<file path="src/rtl/cte_pkg.sv">
package cte_pkg;

    localparam int CordicStepsDefault = 16;
    localparam int TabLen = 24;
    localparam int SqrtBits = 24;

    localparam logic [15:0] GainReset = 16'd1144;
    localparam logic [15:0] WeightReset = 16'd64225;

    typedef enum logic [1:0] {
        REG_BIAS_X = 2'd0,
        REG_BIAS_Y = 2'd1,
        REG_GAIN   = 2'd2,
        REG_WEIGHT = 2'd3
    } reg_idx_t;

    typedef enum logic [3:0] {
        ST_IDLE,
        ST_SQ_Y,
        ST_SQ_Z,
        ST_SQ_ADD,
        ST_START_A,
        ST_WAIT_A,
        ST_START_P,
        ST_WAIT_P,
        ST_GAIN,
        ST_PRED,
        ST_BLEND_W,
        ST_BLEND_A,
        ST_BLEND_SUM,
        ST_DONE
    } state_t;

    function automatic logic signed [27:0] atan_q24(input logic [4:0] idx);
        logic signed [27:0] v;
        case (idx)
            5'd0:    v = 28'sd13176795;
            5'd1:    v = 28'sd7778716;
            5'd2:    v = 28'sd4110060;
            5'd3:    v = 28'sd2086331;
            5'd4:    v = 28'sd1047214;
            5'd5:    v = 28'sd524117;
            5'd6:    v = 28'sd262123;
            5'd7:    v = 28'sd131069;
            5'd8:    v = 28'sd65536;
            5'd9:    v = 28'sd32768;
            5'd10:   v = 28'sd16384;
            5'd11:   v = 28'sd8192;
            5'd12:   v = 28'sd4096;
            5'd13:   v = 28'sd2048;
            5'd14:   v = 28'sd1024;
            5'd15:   v = 28'sd512;
            5'd16:   v = 28'sd256;
            5'd17:   v = 28'sd128;
            5'd18:   v = 28'sd64;
            5'd19:   v = 28'sd32;
            5'd20:   v = 28'sd16;
            5'd21:   v = 28'sd8;
            5'd22:   v = 28'sd4;
            5'd23:   v = 28'sd2;
            default: v = 28'sd0;
        endcase
        return v;
    endfunction

    function automatic logic signed [17:0] sat_ang(input logic signed [47:0] v);
        logic signed [17:0] r;
        if (v > 48'sd131071)
        begin
            r = 18'sd131071;
        end
        else if (v < -48'sd131072)
        begin
            r = -18'sd131072;
        end
        else
        begin
            r = 18'(v);
        end
        return r;
    endfunction

endpackage

</file>
<file path="src/rtl/cte_if.sv">
interface cte_sample_if;
    logic               valid;
    logic               ready;
    logic signed [15:0] accel_x;
    logic signed [15:0] accel_y;
    logic signed [15:0] accel_z;
    logic signed [15:0] rate_x;
    logic signed [15:0] rate_y;

    modport source (output valid, accel_x, accel_y, accel_z, rate_x, rate_y, input ready);
    modport sink (input valid, accel_x, accel_y, accel_z, rate_x, rate_y, output ready);
endinterface

interface cte_result_if;
    logic               valid;
    logic               ready;
    logic signed [17:0] roll_fused;
    logic signed [17:0] pitch_fused;

    modport source (output valid, roll_fused, pitch_fused, input ready);
    modport sink (input valid, roll_fused, pitch_fused, output ready);
endinterface

</file>
<file path="src/rtl/cte_isqrt.sv">
module cte_isqrt (
    input  logic        clk,
    input  logic        rst_n,
    input  logic        start,
    input  logic [47:0] value,
    output logic        busy,
    output logic [23:0] root
);

    localparam logic [4:0] LastCnt = 5'(cte_pkg::SqrtBits - 1);

    logic [47:0] val_reg;
    logic [25:0] rem_reg;
    logic [23:0] root_reg;
    logic [4:0]  cnt_reg;
    logic        busy_reg;

    logic [27:0] shifted;
    logic [27:0] trial;
    logic [27:0] diff;
    logic        ge;

    assign shifted = {rem_reg, val_reg[47:46]};
    assign trial = {2'b00, root_reg, 2'b01};
    assign ge = shifted >= trial;
    assign diff = shifted - trial;

    always_ff @(posedge clk or negedge rst_n)
    begin
        if (!rst_n)
        begin
            busy_reg <= 1'b0;
            cnt_reg <= '0;
        end
        else if (start)
        begin
            busy_reg <= 1'b1;
            cnt_reg <= '0;
        end
        else if (busy_reg)
        begin
            if (cnt_reg == LastCnt)
            begin
                busy_reg <= 1'b0;
            end
            cnt_reg <= cnt_reg + 5'd1;
        end
    end

    always_ff @(posedge clk)
    begin
        if (start)
        begin
            val_reg <= value;
            rem_reg <= '0;
            root_reg <= '0;
        end
        else if (busy_reg)
        begin
            val_reg <= {val_reg[45:0], 2'b00};
            rem_reg <= ge ? diff[25:0] : shifted[25:0];
            root_reg <= {root_reg[22:0], ge};
        end
    end

    assign busy = busy_reg;
    assign root = root_reg;

endmodule

</file>
<file path="src/rtl/cte_cordic.sv">
module cte_cordic #(
    parameter int STEPS = cte_pkg::CordicStepsDefault
) (
    input  logic               clk,
    input  logic               rst_n,
    input  logic               start,
    input  logic signed [25:0] y_in,
    input  logic signed [25:0] x_in,
    output logic               busy,
    output logic signed [17:0] angle
);

    localparam int Iters = (STEPS > cte_pkg::TabLen) ? cte_pkg::TabLen : STEPS;
    localparam logic [4:0] LastIdx = 5'(Iters - 1);

    logic signed [51:0] x_reg;
    logic signed [51:0] y_reg;
    logic signed [27:0] z_reg;
    logic [4:0]         idx_reg;
    logic               busy_reg;
    logic               zero_reg;

    logic signed [51:0] x_ext;
    logic signed [51:0] y_ext;
    logic signed [51:0] x_pre;
    logic signed [51:0] y_pre;
    logic signed [27:0] z_pre;
    logic signed [51:0] xs;
    logic signed [51:0] ys;
    logic signed [27:0] at;
    logic signed [28:0] z_rnd;

    assign x_ext = 52'(x_in) <<< 24;
    assign y_ext = 52'(y_in) <<< 24;

    always_comb
    begin
        x_pre = x_ext;
        y_pre = y_ext;
        z_pre = '0;
        if (x_in < 0)
        begin
            if (y_in >= 0)
            begin
                x_pre = y_ext;
                y_pre = -x_ext;
                z_pre = cte_pkg::atan_q24(5'd0) <<< 1;
            end
            else
            begin
                x_pre = -y_ext;
                y_pre = x_ext;
                z_pre = -(cte_pkg::atan_q24(5'd0) <<< 1);
            end
        end
    end

    assign xs = x_reg >>> idx_reg;
    assign ys = y_reg >>> idx_reg;
    assign at = cte_pkg::atan_q24(idx_reg);

    always_ff @(posedge clk or negedge rst_n)
    begin
        if (!rst_n)
        begin
            busy_reg <= 1'b0;
            idx_reg <= '0;
        end
        else if (start)
        begin
            busy_reg <= 1'b1;
            idx_reg <= '0;
        end
        else if (busy_reg)
        begin
            if (idx_reg == LastIdx)
            begin
                busy_reg <= 1'b0;
            end
            idx_reg <= idx_reg + 5'd1;
        end
    end

    always_ff @(posedge clk)
    begin
        if (start)
        begin
            x_reg <= x_pre;
            y_reg <= y_pre;
            z_reg <= z_pre;
            zero_reg <= (x_in == 0) && (y_in == 0);
        end
        else if (busy_reg)
        begin
            if (y_reg < 0)
            begin
                x_reg <= x_reg - ys;
                y_reg <= y_reg + xs;
                z_reg <= z_reg - at;
            end
            else
            begin
                x_reg <= x_reg + ys;
                y_reg <= y_reg - xs;
                z_reg <= z_reg + at;
            end
        end
    end

    assign z_rnd = (29'(z_reg) + 29'sd256) >>> 9;
    assign angle = zero_reg ? 18'sd0 : cte_pkg::sat_ang(48'(z_rnd));
    assign busy = busy_reg;

endmodule

</file>
<file path="src/rtl/complementary_tilt_estimator.sv">
// CORDIC_STEPS sets the CORDIC iterations per angle, clamped to at most 24 steps.
// The square root runs alongside the roll CORDIC, then the pitch CORDIC runs alone.
// One item is in flight at a time; a new sample is taken only after the result has been accepted.
// A shared 18 by 18 multiplier performs the squares, the rate scaling and both blends in turn.
// Reset clears both angle estimates and loads the default bias, gain and weight registers.
module complementary_tilt_estimator #(
    parameter int CORDIC_STEPS = cte_pkg::CordicStepsDefault
) (
    input  logic         clk,
    input  logic         rst_n,
    cte_sample_if.sink   sample,
    cte_result_if.source result,
    input  logic         psel,
    input  logic         penable,
    input  logic         pwrite,
    input  logic [3:0]   paddr,
    input  logic [31:0]  pwdata,
    output logic [31:0]  prdata,
    output logic         pready
);

    cte_pkg::state_t state_reg;
    cte_pkg::state_t state_next;

    logic signed [15:0] bias_x_reg;
    logic signed [15:0] bias_y_reg;
    logic [15:0]        gain_reg;
    logic [15:0]        weight_reg;

    logic signed [15:0] ax_reg;
    logic signed [15:0] ay_reg;
    logic signed [15:0] az_reg;
    logic signed [15:0] gx_reg;
    logic signed [15:0] gy_reg;

    logic signed [17:0] roll_est_reg;
    logic signed [17:0] pitch_est_reg;
    logic signed [17:0] roll_accel_reg;
    logic signed [17:0] pitch_accel_reg;
    logic signed [17:0] pred_reg;
    logic [23:0]        mag_reg;
    logic signed [35:0] prod_reg;
    logic signed [39:0] sum_reg;
    logic               axis_reg;

    logic signed [17:0] mul_a;
    logic signed [17:0] mul_b;
    logic signed [35:0] mul_p;
    logic signed [16:0] rate_diff;
    logic [16:0]        weight_comp;
    logic signed [17:0] est_sel;
    logic signed [39:0] pred_sum;
    logic signed [39:0] blend_sum;
    logic signed [39:0] pred_shift;
    logic signed [39:0] blend_shift;
    logic signed [16:0] neg_ax;

    logic               cord_start;
    logic               cord_busy;
    logic signed [25:0] cord_y;
    logic signed [25:0] cord_x;
    logic signed [17:0] cord_angle;
    logic               sqrt_start;
    logic               sqrt_busy;
    logic [23:0]        sqrt_root;

    logic               cfg_write;
    cte_pkg::reg_idx_t  cfg_idx;

    assign pready = 1'b1;
    assign cfg_write = psel && penable && pwrite;
    assign cfg_idx = cte_pkg::reg_idx_t'(paddr[3:2]);

    always_comb
    begin
        unique case (cfg_idx)
            cte_pkg::REG_BIAS_X: prdata = {{16{bias_x_reg[15]}}, bias_x_reg};
            cte_pkg::REG_BIAS_Y: prdata = {{16{bias_y_reg[15]}}, bias_y_reg};
            cte_pkg::REG_GAIN:   prdata = {16'd0, gain_reg};
            cte_pkg::REG_WEIGHT: prdata = {16'd0, weight_reg};
            default:             prdata = '0;
        endcase
    end

    always_ff @(posedge clk or negedge rst_n)
    begin
        if (!rst_n)
        begin
            bias_x_reg <= '0;
            bias_y_reg <= '0;
            gain_reg <= cte_pkg::GainReset;
            weight_reg <= cte_pkg::WeightReset;
        end
        else if (cfg_write)
        begin
            unique case (cfg_idx)
                cte_pkg::REG_BIAS_X: bias_x_reg <= pwdata[15:0];
                cte_pkg::REG_BIAS_Y: bias_y_reg <= pwdata[15:0];
                cte_pkg::REG_GAIN:   gain_reg <= pwdata[15:0];
                cte_pkg::REG_WEIGHT: weight_reg <= pwdata[15:0];
                default:             ;
            endcase
        end
    end

    always_comb
    begin
        state_next = state_reg;
        unique case (state_reg)
            cte_pkg::ST_IDLE:
            begin
                if (sample.valid)
                begin
                    state_next = cte_pkg::ST_SQ_Y;
                end
            end
            cte_pkg::ST_SQ_Y:    state_next = cte_pkg::ST_SQ_Z;
            cte_pkg::ST_SQ_Z:    state_next = cte_pkg::ST_SQ_ADD;
            cte_pkg::ST_SQ_ADD:  state_next = cte_pkg::ST_START_A;
            cte_pkg::ST_START_A: state_next = cte_pkg::ST_WAIT_A;
            cte_pkg::ST_WAIT_A:
            begin
                if (!cord_busy && !sqrt_busy)
                begin
                    state_next = cte_pkg::ST_START_P;
                end
            end
            cte_pkg::ST_START_P: state_next = cte_pkg::ST_WAIT_P;
            cte_pkg::ST_WAIT_P:
            begin
                if (!cord_busy)
                begin
                    state_next = cte_pkg::ST_GAIN;
                end
            end
            cte_pkg::ST_GAIN:    state_next = cte_pkg::ST_PRED;
            cte_pkg::ST_PRED:    state_next = cte_pkg::ST_BLEND_W;
            cte_pkg::ST_BLEND_W: state_next = cte_pkg::ST_BLEND_A;
            cte_pkg::ST_BLEND_A: state_next = cte_pkg::ST_BLEND_SUM;
            cte_pkg::ST_BLEND_SUM:
            begin
                state_next = axis_reg ? cte_pkg::ST_DONE : cte_pkg::ST_GAIN;
            end
            cte_pkg::ST_DONE:
            begin
                if (result.ready)
                begin
                    state_next = cte_pkg::ST_IDLE;
                end
            end
            default:             state_next = cte_pkg::ST_IDLE;
        endcase
    end

    assign rate_diff = axis_reg ? (17'(gy_reg) - 17'(bias_y_reg))
                                : (17'(gx_reg) - 17'(bias_x_reg));
    assign weight_comp = 17'h10000 - {1'b0, weight_reg};
    assign neg_ax = -17'(ax_reg);

    always_comb
    begin
        mul_a = '0;
        mul_b = '0;
        cord_start = 1'b0;
        sqrt_start = 1'b0;
        cord_y = 26'(ay_reg);
        cord_x = 26'(az_reg);
        sample.ready = 1'b0;
        result.valid = 1'b0;
        unique case (state_reg)
            cte_pkg::ST_IDLE:
            begin
                sample.ready = 1'b1;
            end
            cte_pkg::ST_SQ_Y:
            begin
                mul_a = 18'(ay_reg);
                mul_b = 18'(ay_reg);
            end
            cte_pkg::ST_SQ_Z:
            begin
                mul_a = 18'(az_reg);
                mul_b = 18'(az_reg);
            end
            cte_pkg::ST_START_A:
            begin
                cord_start = 1'b1;
                sqrt_start = 1'b1;
            end
            cte_pkg::ST_START_P:
            begin
                cord_start = 1'b1;
                cord_y = 26'(neg_ax) <<< 8;
                cord_x = {2'b00, mag_reg};
            end
            cte_pkg::ST_GAIN:
            begin
                mul_a = 18'(rate_diff);
                mul_b = {2'b00, gain_reg};
            end
            cte_pkg::ST_BLEND_W:
            begin
                mul_a = {2'b00, weight_reg};
                mul_b = pred_reg;
            end
            cte_pkg::ST_BLEND_A:
            begin
                mul_a = {1'b0, weight_comp};
                mul_b = axis_reg ? pitch_accel_reg : roll_accel_reg;
            end
            cte_pkg::ST_DONE:
            begin
                result.valid = 1'b1;
            end
            default:
            begin
            end
        endcase
    end

    assign result.roll_fused = roll_est_reg;
    assign result.pitch_fused = pitch_est_reg;

    assign mul_p = mul_a * mul_b;
    assign est_sel = axis_reg ? pitch_est_reg : roll_est_reg;
    assign pred_sum = (40'(est_sel) <<< 16) + 40'(prod_reg) + 40'sd32768;
    assign pred_shift = pred_sum >>> 16;
    assign blend_sum = sum_reg + 40'(prod_reg) + 40'sd32768;
    assign blend_shift = blend_sum >>> 16;

    always_ff @(posedge clk or negedge rst_n)
    begin
        if (!rst_n)
        begin
            state_reg <= cte_pkg::ST_IDLE;
            roll_est_reg <= '0;
            pitch_est_reg <= '0;
            axis_reg <= 1'b0;
        end
        else
        begin
            state_reg <= state_next;
            if (state_reg == cte_pkg::ST_WAIT_P)
            begin
                axis_reg <= 1'b0;
            end
            else if (state_reg == cte_pkg::ST_BLEND_SUM)
            begin
                axis_reg <= 1'b1;
                if (axis_reg)
                begin
                    pitch_est_reg <= cte_pkg::sat_ang(48'(blend_shift));
                end
                else
                begin
                    roll_est_reg <= cte_pkg::sat_ang(48'(blend_shift));
                end
            end
        end
    end

    always_ff @(posedge clk)
    begin
        prod_reg <= mul_p;
        if (sample.valid && sample.ready)
        begin
            ax_reg <= sample.accel_x;
            ay_reg <= sample.accel_y;
            az_reg <= sample.accel_z;
            gx_reg <= sample.rate_x;
            gy_reg <= sample.rate_y;
        end
        case (state_reg)
            cte_pkg::ST_SQ_Z:    sum_reg <= 40'(prod_reg);
            cte_pkg::ST_SQ_ADD:  sum_reg <= sum_reg + 40'(prod_reg);
            cte_pkg::ST_BLEND_A: sum_reg <= 40'(prod_reg);
            cte_pkg::ST_PRED:    pred_reg <= cte_pkg::sat_ang(48'(pred_shift));
            cte_pkg::ST_WAIT_A:
            begin
                roll_accel_reg <= cord_angle;
                mag_reg <= sqrt_root;
            end
            cte_pkg::ST_WAIT_P:  pitch_accel_reg <= cord_angle;
            default:
            begin
            end
        endcase
    end

    cte_cordic #(
        .STEPS(CORDIC_STEPS)
    ) u_cordic (
        .clk   (clk),
        .rst_n (rst_n),
        .start (cord_start),
        .y_in  (cord_y),
        .x_in  (cord_x),
        .busy  (cord_busy),
        .angle (cord_angle)
    );

    cte_isqrt u_isqrt (
        .clk   (clk),
        .rst_n (rst_n),
        .start (sqrt_start),
        .value ({sum_reg[31:0], 16'd0}),
        .busy  (sqrt_busy),
        .root  (sqrt_root)
    );

    assert property (@(posedge clk) disable iff (!rst_n)
        result.valid |-> !sample.ready)
        else $error("Result offered while a new sample could be taken.");

    assert property (@(posedge clk) disable iff (!rst_n)
        (sample.valid && sample.ready) |=> !sample.ready)
        else $error("Second sample taken straight after a transfer.");

    assert property (@(posedge clk) disable iff (!rst_n)
        cord_start |-> !cord_busy)
        else $error("CORDIC started while still iterating.");

    assert property (@(posedge clk) disable iff (!rst_n)
        (result.valid && result.ready) |=> sample.ready)
        else $error("Block did not return to idle after the result transfer.");

endmodule

</file>
<file path="src/flat_wrapper.sv">
// flat-port wrapper written by rule: the top's interface ports become plain ports
module complementary_tilt_estimator_flat 
#(
    parameter int CORDIC_STEPS = cte_pkg::CordicStepsDefault
)
  (clk, rst_n, psel, penable, pwrite, paddr, pwdata, prdata, pready, sample_valid, sample_accel_x, sample_accel_y, sample_accel_z, sample_rate_x, sample_rate_y, sample_ready, result_valid, result_roll_fused, result_pitch_fused, result_ready);
  cte_sample_if sample_i ();
  cte_result_if result_i ();
  input  logic clk;
  input  logic rst_n;
  input  logic psel;
  input  logic penable;
  input  logic pwrite;
  input  logic [3:0] paddr;
  input  logic [31:0] pwdata;
  output logic [31:0] prdata;
  output logic pready;
  input wire logic [$bits(sample_i.valid)-1:0] sample_valid;
  input wire logic [$bits(sample_i.accel_x)-1:0] sample_accel_x;
  input wire logic [$bits(sample_i.accel_y)-1:0] sample_accel_y;
  input wire logic [$bits(sample_i.accel_z)-1:0] sample_accel_z;
  input wire logic [$bits(sample_i.rate_x)-1:0] sample_rate_x;
  input wire logic [$bits(sample_i.rate_y)-1:0] sample_rate_y;
  output wire logic [$bits(sample_i.ready)-1:0] sample_ready;
  output wire logic [$bits(result_i.valid)-1:0] result_valid;
  output wire logic [$bits(result_i.roll_fused)-1:0] result_roll_fused;
  output wire logic [$bits(result_i.pitch_fused)-1:0] result_pitch_fused;
  input wire logic [$bits(result_i.ready)-1:0] result_ready;
  assign sample_i.valid = sample_valid;
  assign sample_i.accel_x = sample_accel_x;
  assign sample_i.accel_y = sample_accel_y;
  assign sample_i.accel_z = sample_accel_z;
  assign sample_i.rate_x = sample_rate_x;
  assign sample_i.rate_y = sample_rate_y;
  assign sample_ready = sample_i.ready;
  assign result_valid = result_i.valid;
  assign result_roll_fused = result_i.roll_fused;
  assign result_pitch_fused = result_i.pitch_fused;
  assign result_i.ready = result_ready;
  complementary_tilt_estimator #(.CORDIC_STEPS(CORDIC_STEPS)) u_core (.clk(clk), .rst_n(rst_n), .sample(sample_i), .result(result_i), .psel(psel), .penable(penable), .pwrite(pwrite), .paddr(paddr), .pwdata(pwdata), .prdata(prdata), .pready(pready));
endmodule
</file>
<file path="config.mk">
export PLATFORM = sky130hd
export DESIGN_NAME = complementary_tilt_estimator_flat
export DESIGN_NICKNAME = d
export VERILOG_FILES = /design/src/rtl/cte_pkg.sv /design/src/rtl/cte_if.sv /design/src/rtl/cte_isqrt.sv /design/src/rtl/cte_cordic.sv /design/src/rtl/complementary_tilt_estimator.sv /design/src/flat_wrapper.sv
export SDC_FILE = /design/constraint.sdc
export NUM_CORES = 2
export LEC_CHECK = 0
export BUFFER_PORTS_ARGS = -buffer_cell sky130_fd_sc_hd__buf_4
export CORE_ASPECT_RATIO = 0.75
export CORE_MARGIN = 2
export CORE_UTILIZATION = 30
export CTS_BUF_LIST = sky130_fd_sc_hd__clkbuf_4 sky130_fd_sc_hd__clkbuf_8 sky130_fd_sc_hd__clkbuf_16
export DETAILED_ROUTE_END_ITERATION = 7
export PLACE_DENSITY = 0.57
export SLEW_MARGIN = 5
export SYNTH_ARGS = -nofsm -noshare
export SYNTH_HDL_FRONTEND = slang
export SYNTH_SLANG_ARGS = --single-unit
</file>
<file path="constraint.sdc">
create_clock -name clk -period 8.6 [get_ports clk]
set_input_delay 0.43 -clock clk [delete_from_list [all_inputs] [get_ports clk]]
set_output_delay 0.43 -clock clk [all_outputs]
set_load 0.01 [all_outputs]
</file>
Yosys cells after proc, flatten, opt, wreduce, memory -nomap -nowiden

Memory sizes are Yosys's and may differ from the RTL's.
Cells that the tools add are included.

Multiply operators: 1
Reductions and logical operators: 24
Muxes and demuxes: 55
Bitwise logic cells: 2
Magnitude comparators: 10
Equality and inequality tests: 22
Add/subtract/negate cells: 20
Shift-type cells: 2
Divide/modulo/power cells: 0

Operator list:

| kind                     | count |
|---|---|
| $mux W52                 | 10 |
| $pmux W18 S5             | 2 |
| $mux W18                 | 8 |
| $mux W28                 | 5 |
| $pmux W32 S4             | 1 |
| $add A52 B52 Y52         | 2 |
| $neg A50 Y52             | 2 |
| $sshr A52 B5 Y52         | 2 |
| $sub A52 B52 Y52         | 2 |
| $mux W48                 | 2 |
| $pmux W40 S2             | 1 |
| $mux W26                 | 3 |
| $logic_not A32 Y1        | 2 |
| $pmux W4 S14             | 1 |
| $lt A52 B1 Y1 const B    | 1 |
| $gt A24 B18 Y1 const B   | 2 |
| $lt A24 B18 Y1 const B   | 2 |
| $add A40 B17 Y40 const B | 1 |
| $add A40 B36 Y40         | 1 |
| $add A37 B17 Y38 const B | 1 |
| $add A34 B36 Y37         | 1 |
| $mul A18 B18 Y36         | 1 |
| $sub A16 B16 Y17         | 2 |
| $add A28 B10 Y29 const B | 1 |
| other kinds (36)         | 80 |

Flip-flop bits (word level): 566
Input port bits: 123
Memories kept: 1
Output and inout bits: 71
ROM bits: 768
Word-level logic and storage cells: 167
RAM bits: 0
Bits in latches: 0

Memory list:

| memory          | words | width | rd ports | clocked after memory_dff | wr ports | line          | RTL |
|---|---|---|---|---|---|---|---|
| (no name shown) | 32    | 24    | 1        | 0                        | 0        | cte_pkg.sv:36 | `case (idx)` |

Depth between registers and ports, before layout

Depth after elaboration: 6
Mapped depth: 41
Depth with buffers taken out: 40

Cells and area by module

From an unflattened synthesis, not the netlist that was laid out.

Cell total of the unflattened synthesis: 6784
Area total of the unflattened synthesis: 62635.1 um^2

By module, submodules not included:

| module                       | seq. area each (um^2) | cells each | times used | area an instance (um^2) |
|---|---|---|---|---|
| complementary_tilt_estimator | 9312.7                | 3279       | 1          | 31642.8 |
| cte_cordic                   | 4144.0                | 2952       | 1          | 25300.5 |
| cte_isqrt                    | 2592.5                | 553        | 1          | 5691.7 |

Worst setup path before layout

No wires, ideal clock.

Path kind: reg2reg
From: register u_core.gx_reg[0]
To: register u_core.prod_reg[35]
Arrival: 8.709 ns
Clock period less this slack: 8.781 ns
Slack: -0.181 ns
Stages on the path, launching flop included: 37
Path buffers: 1
Data required time: 8.528 ns
Cells stage by stage: edfxtp_1 inv_1 ha_1 fa_1 nor2b_1 o21ai_0 a21boi_0 o21ai_0 a21boi_0 o21ai_0 a21oi_1 o41ai_1 nor2_1 a2111oi_0 o32a_1 o221a_2 clkbuf_1 nor2_1 fa_1 inv_1 fa_1 fa_1 inv_1 fa_1 fa_1 inv_1 fa_1 inv_1 ha_1 a2111oi_0 nand2_1 o21ai_0 o211ai_1 a311oi_1 o21ai_0 a21oi_1 xnor2_1

Word-level cells in the longest chain between the ends: 4

Ends and longest elaborated chain:

| what                   | line                                | RTL |
|---|---|---|
| from (decl)            | complementary_tilt_estimator.sv:33  | `logic signed [15:0] gx_reg;` |
| from (signal assigned) | complementary_tilt_estimator.sv:270 | `gx_reg <= sample.rate_x;` |
| $sub A16 B16 Y17       | complementary_tilt_estimator.sv:156 | `: (17'(gx_reg) - 17'(bias_x_reg));` |
| $mux W17               | complementary_tilt_estimator.sv:155 | `assign rate_diff = axis_reg ? (17'(gy_reg) - 17'(bias_y_reg))` |
| $pmux W18 S5           | complementary_tilt_estimator.sv:170 | `unique case (state_reg)` |
| $mul A18 B18 Y36       | complementary_tilt_estimator.sv:224 | `assign mul_p = mul_a * mul_b;` |
| net u_core.mul_p[35]   | complementary_tilt_estimator.sv:48  | `logic signed [35:0] mul_p;` |
| to (signal assigned)   | complementary_tilt_estimator.sv:264 | `prod_reg <= mul_p;` |
| to (decl)              | complementary_tilt_estimator.sv:42  | `logic signed [35:0] prod_reg;` |

The timed path passes the listed nets, and every way through them passes these cells.
A chain may end at the register's enable or synchronous reset.

Worst setup path in the final report

From: register u_core.gy_reg[0]
To: register u_core.prod_reg[35]

Word-level cells in the longest chain between the ends: 4

Ends and longest elaborated chain:

| what                   | line                                | RTL |
|---|---|---|
| from (decl)            | complementary_tilt_estimator.sv:34  | `logic signed [15:0] gy_reg;` |
| from (signal assigned) | complementary_tilt_estimator.sv:271 | `gy_reg <= sample.rate_y;` |
| $sub A16 B16 Y17       | complementary_tilt_estimator.sv:155 |  |
| $mux W17               | complementary_tilt_estimator.sv:155 |  |
| $pmux W18 S5           | complementary_tilt_estimator.sv:170 |  |
| $mul A18 B18 Y36       | complementary_tilt_estimator.sv:224 |  |
| net u_core.mul_p[35]   | complementary_tilt_estimator.sv:48  |  |

The timed path passes the listed nets, and every way through them passes these cells.

==> metrics.yaml <==
final_layout:
  seq_area_sq_um: 15600
  fill_cells: 19700
  fin_nets: 7462
  n_antenna_cell: 0
  area.growth.synth_to_final_pct: 16.7
  drive_gt1_frac: 0.170
  multi_input_area_sq_um: 40100
floorplan:
  die_area_sq_um: 199000
  die_h_um: 387
  floorplan.initialDensity: 0.302
  dieWidth_um: 514
  ios: 194
  fp-row-count: 140
  core_sq_um: 194000
critical_path:
  critPathMaxStageDelay_ns: 0.53
  crit_family: "adder cells"
  slowest_stage: "fa_1"
  crit_path_start_kind: "flop"
  r2r-start: "u_core.gy_reg[0]"
  critPathArrivalTime_ns: 9.13
  critPathBufInv: 11
  endpoint_kind: "flop"
  crit_type: "flop to flop"
  cp_common_cell: "fa_1"
  path_max_fanout: 4
  worstPathRequired_ns: 9.21
  startpoint: "u_core.gy_reg[0]"
sta:
  period_share: 0.990
  setup_viol: 0
  worst-slew-pin-transition_ns: 1.27
  drv_slew: 0
  rsz0062_at_grt: "yes"
  max_freq_ghz: 0.117
  min_period_ns: 8.51
  hold_viol: 0
  slew_headroom: 0.146
  clock_skew_ns: 0.0613
  timing.hold.ws_ns: 0.0422
route:
  vias_per_cell: 5.32
  routedWlPerCell_um: 21.6
  drtIter0Drc: 4874
  num_vias: 49200
  wl_met2_um: 84600
  ant_nets: 0
  firstDrtPassIters: 8
  wirelength_um: 200000
  routed.top_layer: "met4"
  wl_met3_um: 14200
  m1WireLength_um: 94700
  drcViolationCount: 0
clocking:
  htree_levels: 3
  clk_latency_ns: 0.71
  clockRootBuffer: "clkbuf_16"
  cts_tree: "yes"
  clkSlewWorstSetupHoldPaths_ns: 0.06
  clock_path_buffers: 3
  clock-sinks: 566
  numCtsBuffers: 71
grt:
  grt_pass1_wl_um: 305000
  grt_usage: 0.198
  antenna_found_initial: 7
  grt_start_max_net_pins: 133
  grt_pass1_vias: 48200
  overflow: 0
synth:
  synth.top_cells.by_area: "edfxtp_1 19%, fa_1 11%, ha_1 7.7%"
  synth_top_cell_by_area: "edfxtp_1"
  synth_ff_type: "edfxtp_1"
  synthCells: 6296
  synth_top_area_frac: 0.186
  yosys-top-cells-count: "663 x nand2_1, 586 x inv_1, 516 x nor2_1"
  synth_area_sq_um: 58500
  synth_edf_count: 363
  yosysUniqueCellTypes: 108
  yosysMostFrequentCell: "nand2_1"
  ys_ff_latch: 566
  async_flop_share: 0.207
  ys_seq_area_frac: 0.266
  post_synth.cell_area_avg_sq_um: 9.30
  syn_nets: 7114
  ys_warn_count: 0
worst_hold_path:
  min-delay-start: "pwdata[3]"
  hp-class: "input pin to flop"
placement:
  hpwl_um: 156000
  portBuffers: 174
  gp_congestion: 0.946
job:
  drv_cap: 0
outcome:
  status: "finished, final reports clean"
-- placed cells by master (no fill, tap or decap), types with 39 or more instances in the layout --
master	Yosys	final
nand2_1	663	648
inv_1	586	550
nor2_1	516	502
buf_4	34	467
a21oi_1	397	385
edfxtp_1	363	363
o21ai_0	377	355
ha_1	359	346
fa_1	336	323
xnor2_1	263	259
mux2i_1	163	163
xor2_1	148	148
mux4_2	125	125
mux2_2	125	124
a21o_1	118	118
nor3_1	113	108
nand3_1	104	103
and2_1	98	97
dfrtp_1	102	95
dlygate4sd3_1	0	92
dfxtp_1	86	86
clkbuf_16	0	77
a31oi_1	70	66
and3_1	63	62
nand2b_1	61	60
a211oi_1	57	54
nor2b_1	54	49
nand4_1	40	40
o21bai_1	40	39
-- worst paths after layout --
path                            cells after the start                       endpoint  slack, ns
worst min-delay path                                3           u_core.bias_x_reg[3]       0.04
max in group asynchronous                           3          u_core.bias_x_reg[14]       6.91
worst max register to register                     43            u_core.prod_reg[35]       0.09
worst max-delay path                               43            u_core.prod_reg[35]       0.09
min in group asynchronous                           2  u_core.result.pitch_fused[14]       0.27
worst min register to register                      0             u_core.mag_reg[23]       0.48
-- per-layer routing --
layer,vias up,global-route usage
met3,282,0.0304
li1,23000,-
met5,-,0
met4,0,0.0598
met2,1723,0.291
met1,24200,0.297
-- cell type report --
cell class	instances	area share
tap	2556	0.0468
sequential	566	0.228
timing repair buffer	580	0.0694
inverter	587	0.0324
clock buffer	95	0.0306
clock inverter	31	0.00524
multi-input combinational	4838	0.587
-- cells by family (layout without fill, tap and decap cells) --
family                   count (synthesis)  after routing  synth area share
AND/OR/NAND/NOR                       1868           1868             0.149
AO/OA/AOI/OAI                         1408           1408             0.150
buffers and inverters                  892           1293            0.0630
adder cells (fa/ha/maj)                695            695             0.192
flip-flops                             566            566             0.266
multiplexers                           455            455             0.118
XOR/XNOR                               411            411            0.0615
other                                    1              1         0.0000641
-- stage by stage --
stage                      util  area, sq um  std cells  setup WS, ns  setup TNS (ns)
final                     0.352        68300       9253        0.0861               0
after global routing      0.352        68300       9253        -0.240           -1.03
after CTS                 0.349        67800       9236       -0.0943          -0.160
after detailed placement  0.329        63800       8994        -0.951           -7.80
after global placement    0.329        63800       8994        -0.834           -5.94
after floorplan               -        58500       6296        0.0147               0
-- worst reg2reg max path, delay by kind of cell, from the launching register on --
kind | cells | cell delay, ns
compound gates | 19 | 3.18
xor+xnor | 2 | 0.25
buf+inv | 11 | 1.14
fa+ha+maj | 9 | 3.44
flops | 1 | 0.37
simple gates | 2 | 0.10
-- what timing repair did --
| item | 4_1_cts | 5_1_grt |
|---|---|---|
| setup buffers | 26 | 19 |
| resized for setup | 110 | 114 |
| pin swaps | 103 | 118 |
| endpoints found under the hold margin | 163 | 0 |
| hold buffers | 92 | 0 |
| endpoints found under the setup margin | 16 | 15 |
Power is left out: the tool's default activity adds up to more than one toggle a clock period on the data nets, which glitch-free logic cannot reach.
